**config.mk**
```make
export PLATFORM = sky130hd
export DESIGN_NAME = sha256_hash_engine_unit
export DESIGN_NICKNAME = d
export VERILOG_FILES = /design/src/rtl/sha256_pkg.sv /design/src/rtl/sha256_hash_engine_unit.sv
export SDC_FILE = /design/constraint.sdc
export NUM_CORES = 2
export LEC_CHECK = 0
export ABC_AREA = 0
export BUFFER_PORTS_ARGS = -buffer_cell sky130_fd_sc_hd__buf_2
export CORE_UTILIZATION = 40
export CTS_CLUSTER_DIAMETER = 80
export DETAILED_ROUTE_END_ITERATION = 8
export PLACE_DENSITY = 0.63
export SLEW_MARGIN = 20
export SYNTH_ARGS = -nofsm -noshare
export SYNTH_HDL_FRONTEND = slang
export SYNTH_SLANG_ARGS = --single-unit
```
**constraint.sdc**
```tcl
create_clock -name clk_i -period 19.88 [get_ports clk_i]
set_clock_uncertainty 0.15 [all_clocks]
set_input_delay 0.994 -clock clk_i [delete_from_list [all_inputs] [get_ports clk_i]]
set_output_delay 0.994 -clock clk_i [all_outputs]
set_load 0.02 [all_outputs]
```
**src/rtl/sha256_pkg.sv**
```systemverilog
// ----------------------------------------------------------------------------
// sha256_pkg
// Round constants and initial hash values for the SHA-256 engine.
// ----------------------------------------------------------------------------
package sha256_pkg;

  localparam int unsigned WordW   = 32;
  localparam int unsigned NumWords = 8;
  localparam int unsigned WinDepth = 16;
  localparam int unsigned MsgW    = 61;

  localparam logic [7:0] PadMarker = 8'h80;
  localparam logic [5:0] LenStart  = 6'd56;
  localparam logic [5:0] LastPos   = 6'd63;

  typedef logic [WordW-1:0] word_t;

  localparam word_t HInit [NumWords] = '{
    32'h6a09e667, 32'hbb67ae85, 32'h3c6ef372, 32'ha54ff53a,
    32'h510e527f, 32'h9b05688c, 32'h1f83d9ab, 32'h5be0cd19
  };

  function automatic word_t round_k(input logic [5:0] idx);
    word_t k;
    unique case (idx)
      6'd0:  k = 32'h428a2f98;  6'd1:  k = 32'h71374491;
      6'd2:  k = 32'hb5c0fbcf;  6'd3:  k = 32'he9b5dba5;
      6'd4:  k = 32'h3956c25b;  6'd5:  k = 32'h59f111f1;
      6'd6:  k = 32'h923f82a4;  6'd7:  k = 32'hab1c5ed5;
      6'd8:  k = 32'hd807aa98;  6'd9:  k = 32'h12835b01;
      6'd10: k = 32'h243185be;  6'd11: k = 32'h550c7dc3;
      6'd12: k = 32'h72be5d74;  6'd13: k = 32'h80deb1fe;
      6'd14: k = 32'h9bdc06a7;  6'd15: k = 32'hc19bf174;
      6'd16: k = 32'he49b69c1;  6'd17: k = 32'hefbe4786;
      6'd18: k = 32'h0fc19dc6;  6'd19: k = 32'h240ca1cc;
      6'd20: k = 32'h2de92c6f;  6'd21: k = 32'h4a7484aa;
      6'd22: k = 32'h5cb0a9dc;  6'd23: k = 32'h76f988da;
      6'd24: k = 32'h983e5152;  6'd25: k = 32'ha831c66d;
      6'd26: k = 32'hb00327c8;  6'd27: k = 32'hbf597fc7;
      6'd28: k = 32'hc6e00bf3;  6'd29: k = 32'hd5a79147;
      6'd30: k = 32'h06ca6351;  6'd31: k = 32'h14292967;
      6'd32: k = 32'h27b70a85;  6'd33: k = 32'h2e1b2138;
      6'd34: k = 32'h4d2c6dfc;  6'd35: k = 32'h53380d13;
      6'd36: k = 32'h650a7354;  6'd37: k = 32'h766a0abb;
      6'd38: k = 32'h81c2c92e;  6'd39: k = 32'h92722c85;
      6'd40: k = 32'ha2bfe8a1;  6'd41: k = 32'ha81a664b;
      6'd42: k = 32'hc24b8b70;  6'd43: k = 32'hc76c51a3;
      6'd44: k = 32'hd192e819;  6'd45: k = 32'hd6990624;
      6'd46: k = 32'hf40e3585;  6'd47: k = 32'h106aa070;
      6'd48: k = 32'h19a4c116;  6'd49: k = 32'h1e376c08;
      6'd50: k = 32'h2748774c;  6'd51: k = 32'h34b0bcb5;
      6'd52: k = 32'h391c0cb3;  6'd53: k = 32'h4ed8aa4a;
      6'd54: k = 32'h5b9cca4f;  6'd55: k = 32'h682e6ff3;
      6'd56: k = 32'h748f82ee;  6'd57: k = 32'h78a5636f;
      6'd58: k = 32'h84c87814;  6'd59: k = 32'h8cc70208;
      6'd60: k = 32'h90befffa;  6'd61: k = 32'ha4506ceb;
      6'd62: k = 32'hbef9a3f7;  6'd63: k = 32'hc67178f2;
      default: k = '0;
    endcase
    return k;
  endfunction

endpackage

```
**src/rtl/sha256_hash_engine_unit.sv**
```systemverilog
// ----------------------------------------------------------------------------
// sha256_hash_engine_unit - streaming SHA-256 engine
// Absorbed bytes fill the block buffer; the 64th byte of a block starts
// 64 rounds and then the chaining add (one round unit, one round a cycle).
// Finish writes padding one byte per cycle (9 to 72 bytes), runs one or two
// compressions, then offers 8 digest words, one per cycle of out_ready_i.
// Reset is asynchronous: control clears and the chaining state loads the IV.
// ----------------------------------------------------------------------------
module sha256_hash_engine_unit
  import sha256_pkg::*;
(
  input  logic        clk_i,
  input  logic        rst_ni,
  input  logic        in_valid_i,
  output logic        in_ready_o,
  input  logic        command_i,
  input  logic [7:0]  data_byte_i,
  output logic        out_valid_o,
  input  logic        out_ready_i,
  output logic [31:0] digest_word_o,
  output logic [2:0]  word_index_o,
  output logic        last_word_o
);

  localparam logic [2:0] StIdle = 3'd0;
  localparam logic [2:0] StPad  = 3'd1;
  localparam logic [2:0] StRun  = 3'd2;
  localparam logic [2:0] StAdd  = 3'd3;
  localparam logic [2:0] StOut  = 3'd4;

  function automatic word_t rotr(input word_t x, input int unsigned n);
    return (x >> n) | (x << (WordW - n));
  endfunction

  logic [2:0]      state_q, state_d;
  logic [5:0]      fill_q, fill_d;
  logic [5:0]      rnd_q, rnd_d;
  logic [MsgW-1:0] msg_q, msg_d;
  logic            fin_q, fin_d;
  logic            first_q, first_d;
  logic            len_blk_q, len_blk_d;
  logic [2:0]      idx_q, idx_d;
  word_t           h_q [NumWords];
  word_t           h_d [NumWords];
  word_t           w_q [WinDepth];
  word_t           w_d [WinDepth];
  word_t           v_q [NumWords];
  word_t           v_d [NumWords];

  // byte shifter and round datapath
  logic            shift_en;
  logic [7:0]      shift_byte;
  logic [63:0]     len_bits;
  logic [5:0]      len_sel;
  word_t           big_s0, big_s1, ch, maj, t1, t2, sig0, sig1, w_next;

  assign len_bits = {msg_q, 3'b000};
  assign len_sel  = {3'(3'd7 - fill_q[2:0]), 3'b000};

  always_comb begin
    big_s1 = rotr(v_q[4], 6) ^ rotr(v_q[4], 11) ^ rotr(v_q[4], 25);
    ch     = (v_q[4] & v_q[5]) ^ (~v_q[4] & v_q[6]);
    t1     = v_q[7] + big_s1 + ch + round_k(rnd_q) + w_q[0];
    big_s0 = rotr(v_q[0], 2) ^ rotr(v_q[0], 13) ^ rotr(v_q[0], 22);
    maj    = (v_q[0] & v_q[1]) ^ (v_q[0] & v_q[2]) ^ (v_q[1] & v_q[2]);
    t2     = big_s0 + maj;
    sig0   = rotr(w_q[1], 7) ^ rotr(w_q[1], 18) ^ (w_q[1] >> 3);
    sig1   = rotr(w_q[14], 17) ^ rotr(w_q[14], 19) ^ (w_q[14] >> 10);
    w_next = w_q[0] + sig0 + w_q[9] + sig1;
  end

  always_comb begin
    state_d   = state_q;
    fill_d    = fill_q;
    rnd_d     = rnd_q;
    msg_d     = msg_q;
    fin_d     = fin_q;
    first_d   = first_q;
    len_blk_d = len_blk_q;
    idx_d     = idx_q;
    h_d       = h_q;
    w_d       = w_q;
    v_d       = v_q;
    shift_en  = 1'b0;
    shift_byte = data_byte_i;

    unique case (state_q)
      StIdle: begin
        if (in_valid_i) begin
          if (!command_i) begin
            shift_en = 1'b1;
            fill_d   = fill_q + 6'd1;
            msg_d    = msg_q + MsgW'(1);
            if (fill_q == LastPos) begin
              state_d = StRun;
              v_d     = h_q;
              rnd_d   = '0;
            end
          end else begin
            fin_d   = 1'b1;
            first_d = 1'b1;
            state_d = StPad;
          end
        end
      end
      StPad: begin
        shift_en = 1'b1;
        if (first_q) begin
          shift_byte = PadMarker;
          len_blk_d  = (fill_q < LenStart);
        end else if (len_blk_q && fill_q >= LenStart) begin
          shift_byte = len_bits[len_sel +: 8];
        end else begin
          shift_byte = 8'h00;
        end
        first_d = 1'b0;
        fill_d  = fill_q + 6'd1;
        if (fill_q == LastPos) begin
          state_d = StRun;
          v_d     = h_q;
          rnd_d   = '0;
        end
      end
      StRun: begin
        for (int i = 0; i < WinDepth - 1; i++) begin
          w_d[i] = w_q[i+1];
        end
        w_d[WinDepth-1] = w_next;
        v_d[7] = v_q[6];
        v_d[6] = v_q[5];
        v_d[5] = v_q[4];
        v_d[4] = v_q[3] + t1;
        v_d[3] = v_q[2];
        v_d[2] = v_q[1];
        v_d[1] = v_q[0];
        v_d[0] = t1 + t2;
        rnd_d  = rnd_q + 6'd1;
        if (rnd_q == LastPos) begin
          state_d = StAdd;
        end
      end
      StAdd: begin
        for (int i = 0; i < NumWords; i++) begin
          h_d[i] = h_q[i] + v_q[i];
        end
        priority if (!fin_q) begin
          state_d = StIdle;
        end else if (len_blk_q) begin
          state_d = StOut;
          idx_d   = '0;
        end else begin
          // marker landed in the length field, length goes in a fresh block
          state_d   = StPad;
          len_blk_d = 1'b1;
        end
      end
      StOut: begin
        if (out_ready_i) begin
          idx_d = idx_q + 3'd1;
          if (idx_q == 3'd7) begin
            state_d = StIdle;
            h_d     = HInit;
            msg_d   = '0;
            fin_d   = 1'b0;
          end
        end
      end
      default: begin
        state_d = StIdle;
      end
    endcase

    if (shift_en) begin
      for (int i = 0; i < WinDepth - 1; i++) begin
        w_d[i] = {w_q[i][23:0], w_q[i+1][31:24]};
      end
      w_d[WinDepth-1] = {w_q[WinDepth-1][23:0], shift_byte};
    end
  end

  always_ff @(posedge clk_i or negedge rst_ni) begin
    if (!rst_ni) begin
      state_q   <= StIdle;
      fill_q    <= '0;
      rnd_q     <= '0;
      msg_q     <= '0;
      fin_q     <= 1'b0;
      first_q   <= 1'b0;
      len_blk_q <= 1'b0;
      idx_q     <= '0;
      h_q       <= HInit;
    end else begin
      state_q   <= state_d;
      fill_q    <= fill_d;
      rnd_q     <= rnd_d;
      msg_q     <= msg_d;
      fin_q     <= fin_d;
      first_q   <= first_d;
      len_blk_q <= len_blk_d;
      idx_q     <= idx_d;
      h_q       <= h_d;
    end
  end

  always_ff @(posedge clk_i) begin
    w_q <= w_d;
    v_q <= v_d;
  end

  assign in_ready_o    = (state_q == StIdle);
  assign out_valid_o   = (state_q == StOut);
  assign digest_word_o = h_q[idx_q];
  assign word_index_o  = idx_q;
  assign last_word_o   = (idx_q == 3'd7);

  a_no_overlap: assert property (@(posedge clk_i) disable iff (!rst_ni)
    !(in_ready_o && out_valid_o))
    else $error("input and output offered together");

  a_run_empty: assert property (@(posedge clk_i) disable iff (!rst_ni)
    (state_q == StRun) |-> (fill_q == '0))
    else $error("block buffer not empty during rounds");

  a_last_release: assert property (@(posedge clk_i) disable iff (!rst_ni)
    (out_valid_o && out_ready_i && last_word_o) |=> (in_ready_o && msg_q == '0))
    else $error("engine not back to idle after final digest word");

  a_rounds_wrap: assert property (@(posedge clk_i) disable iff (!rst_ni)
    (state_q == StAdd) |-> (rnd_q == '0 && $past(state_q) == StRun))
    else $error("chaining add without a full round pass");

endmodule

```
==> impl_metrics.csv <==
group,metric,value,unit
die,core_outline_area,188000,um2
global_route,antenna_found_initial,14,
die,floorplan.initialDensity,40.4,%
timing,maxSlewViolCount,0,
clocking,tritoncts,"yes",
global_route,vias_in_the_first_global_route,58200,
global_route,grt_util_all_layers,25.4,%
synth,synthDistinctLibCells,108,
clocking,cts_root_buf,"sky130_fd_sc_hd__clkbuf_16",
setup_path,cp_common_cell,"sky130_fd_sc_hd__nand2_1",
synth,synth.area.top_cells,"sky130_fd_sc_hd__edfxtp_1 (30%), sky130_fd_sc_hd__nand2_1 (11%), sky130_fd_sc_hd__dfrtp_1 (6.6%)",
routing,post-route-drc-count,0,
timing,fin_crit_sh,48.2,%
synth,synth_top_area_share,30.3,%
routing,detail_route.vias_per_cell,5.66,
routing,totalWireLength,246,mm
worst_hold_path,path_category_of_the_worst_min_delay_check,"in -> async",
setup_path,setup.worst_path.class,"reg -> reg",
routing,routedWlPerCell,23.0,um
routing,initialDrtViolationCount,5806,
setup_path,required_time_at_the_worst_slack_endpoint,20.23,ns
synth,synth_sequential_area_ratio,41.6,%
timing,grt_setup_unrepaired,"no",
clocking,ctsHtreeMaxLevel,4,
timing,setup-violations-final,0,
status,violations,"negative hold slack",
setup_path,slowest_stage,"sky130_fd_sc_hd__ha_1",
status,outcome,"finished, violations left",
timing,worst_pin_slew,1.25,ns
setup_path,end_kind,"flip-flop",
timing,max_clock_freq,0.104,GHz
synth,synth_top_area_cell,"sky130_fd_sc_hd__edfxtp_1",
place,place_congestion,0.961,
routing,final_antenna_net_count,0,
clocking,hold_buffers,0,
place,pre_cts_slack,10.30,ns
job,drv.max_cap_violation_count,0,
synth,number_of_enable_flip_flop_cells_after_synthesis,768,
timing,timing.hold.ws,-0.0113,ns
clocking,cts.repair_timing.setup_buffer_count,0,
synth,number_of_warnings_reported_in_the_yosys_synthesis_log,0,
setup_path,r2r_setup_slack,10.30,ns
timing,setup_tns,0,ns
layout,final_cells,10700,
setup_path,cp-start-kind,"flip-flop",
synth,synth-main-ff-cell,"sky130_fd_sc_hd__edfxtp_1",
setup_path,worst_path_largest_cell_delay,0.82,ns
layout,area.growth.synth_to_final,8.77,%
die,design.portCount,51,
timing,timing.final.hold_violations,1,
synth,asyncSetResetFlopFracSynth,30.6,%
setup_path,critical_path_arrival,9.93,ns
synth,netlist_area,76100,um2
synth,synthTopCellsByCount,"sky130_fd_sc_hd__nand2_1 (2255), sky130_fd_sc_hd__edfxtp_1 (768), sky130_fd_sc_hd__o21ai_0 (527)",
global_route,grt_first_pass_wirelength,371,mm
global_route,grt_start_max_net_pins,215,
synth,net_count_synth,8897,
die,floorplan.die.height,438,um
clocking,post_cts.resized_instances,0,
synth,yosys_reg_bits,1106,
global_route,grt_remaining_overflow,0,
synth,number_of_standard_cells_after_synthesis,8288,
clocking,cts-buffers-inserted,134,
die,floorplan.rows,159,
place,post_detailed_placement_half_perimeter_wirelength,181,mm
clocking,ctsLongestPathBuffers,3,
layout,post_route_cells_drive_above_1_share,8.22,%
clocking,cts_num_sinks,1106,
timing,post-route-min-period,9.58,ns
place,cell_count_post_placement,10400,
layout,final_nets,8698,
synth,yosysMostFrequentCell,"sky130_fd_sc_hd__nand2_1",
setup_path,critical_path.startpoint,"rnd_q[0]",
clocking,clkLatencyLatePin,0.81,ns
setup_path,peak_fanout_along_the_critical_path,18,
setup_path,worst_r2r_endpoint,"v_q[255]",
routing,vias_after_detailed_routing,60500,
setup_path,worstReg2RegStart,"rnd_q[0]",
clocking,clk_pin_slew_worst_paths,0.06,ns
timing,timing.slew.headroom,16.9,%
routing,1st_pass_router_iterations,6,
setup_path,length_in_cells_of_the_worst_reg_to_reg_path,35,
place,numPortBuffers,50,
timing,worst_setup_slack_after_layout,10.30,ns
die,dieArea,192000,um2
synth,avgSynthCellArea,9.18,um2
die,die_width,438,um
[worst max path at each step]
stage / slack [ns] / to
6_report: 10.30 / v_q[255]
5_1_grt: 9.63 / v_q[255]
4_1_cts: 10.24 / v_q[254]
3_5_place_dp: 10.30 / v_q[254]
3_3_place_gp: 10.22 / v_q[254]
2_1_floorplan: 5.61 / w_q[0]
[state kept, by name, summed over array words and instances (netlist names)]
name          flops
w_q             512
fin_q             1
fill_q            6
word_index_o      3
msg_q            61
state_q           3
rnd_q             6
v_q             256
h_q             256
len_blk_q         1
first_q           1
[critical path: cells and delay by family, from the launching register on]
| kind | cells | cell delay [ns] |
|---|---|---|
| compound gates | 14 | 2.99 |
| xor+xnor | 3 | 0.71 |
| mux | 1 | 0.51 |
| simple gates | 7 | 1.16 |
| fa+ha+maj | 5 | 2.62 |
| flops | 1 | 0.32 |
| buf+inv | 5 | 0.81 |
[per-layer routing]
layer	track usage, %	part of all wire, %	vias up
met3	4.45	7.5	429
li1	-	-	28100
met1	36.0	44	29800
met4	8.89	3.6	4
met2	38.9	45	2199
met5	0	0.011	-
[per-stage QoR]
step                      utilization (%)  cell area [um2]
after floorplan                         -            76100
after global placement               41.6            78400
after detailed placement             41.6            78400
after CTS                            43.9            82700
after global routing                 43.9            82800
final                                43.9            82800
[cells in the final DEF, fill, tap and decap left out, types with 44 or more instances in the layout]
master                      instances
sky130_fd_sc_hd__nand2_1         2253
sky130_fd_sc_hd__edfxtp_1         768
sky130_fd_sc_hd__o21ai_0          527
sky130_fd_sc_hd__a21oi_1          462
sky130_fd_sc_hd__inv_1            444
sky130_fd_sc_hd__nor2_1           409
sky130_fd_sc_hd__ha_1             399
sky130_fd_sc_hd__xnor2_1          349
sky130_fd_sc_hd__xor2_1           278
sky130_fd_sc_hd__fa_1             197
sky130_fd_sc_hd__dfrtp_1          196
sky130_fd_sc_hd__a21o_1           184
sky130_fd_sc_hd__clkbuf_16        137
sky130_fd_sc_hd__dfstp_2          136
sky130_fd_sc_hd__nand3_1          123
sky130_fd_sc_hd__nor3_1            88
sky130_fd_sc_hd__mux4_2            84
sky130_fd_sc_hd__nand2b_1          76
sky130_fd_sc_hd__mux2_2            65
sky130_fd_sc_hd__buf_4             65
sky130_fd_sc_hd__a211oi_1          55
sky130_fd_sc_hd__a31oi_1           51
sky130_fd_sc_hd__nor2b_1           51
sky130_fd_sc_hd__buf_2             49
sky130_fd_sc_hd__and3_1            47
sky130_fd_sc_hd__o21a_1            44
[logic make-up after synthesis]
| group | synth area share (%) |
|---|---|
| flops | 41.6 |
| simple gates | 17.5 |
| xor+xnor | 7.22 |
| fa+ha+maj | 12.0 |
| mux | 3.70 |
| buf+inv | 4.50 |
| compound gates | 13.4 |
[final cells by class]
type,instances,area (um2)
fill,18200,106000
clock inverter,59,608
inverter,447,1690
antenna,8,20.0
multi-input combinational,6279,41100
sequential,1106,31700
clock buffer,184,3700
tap,2495,3120
timing repair buffer,121,860
Power is left out: the tool's default activity adds up to more than one toggle a clock period on the data nets, which glitch-free logic cannot reach.
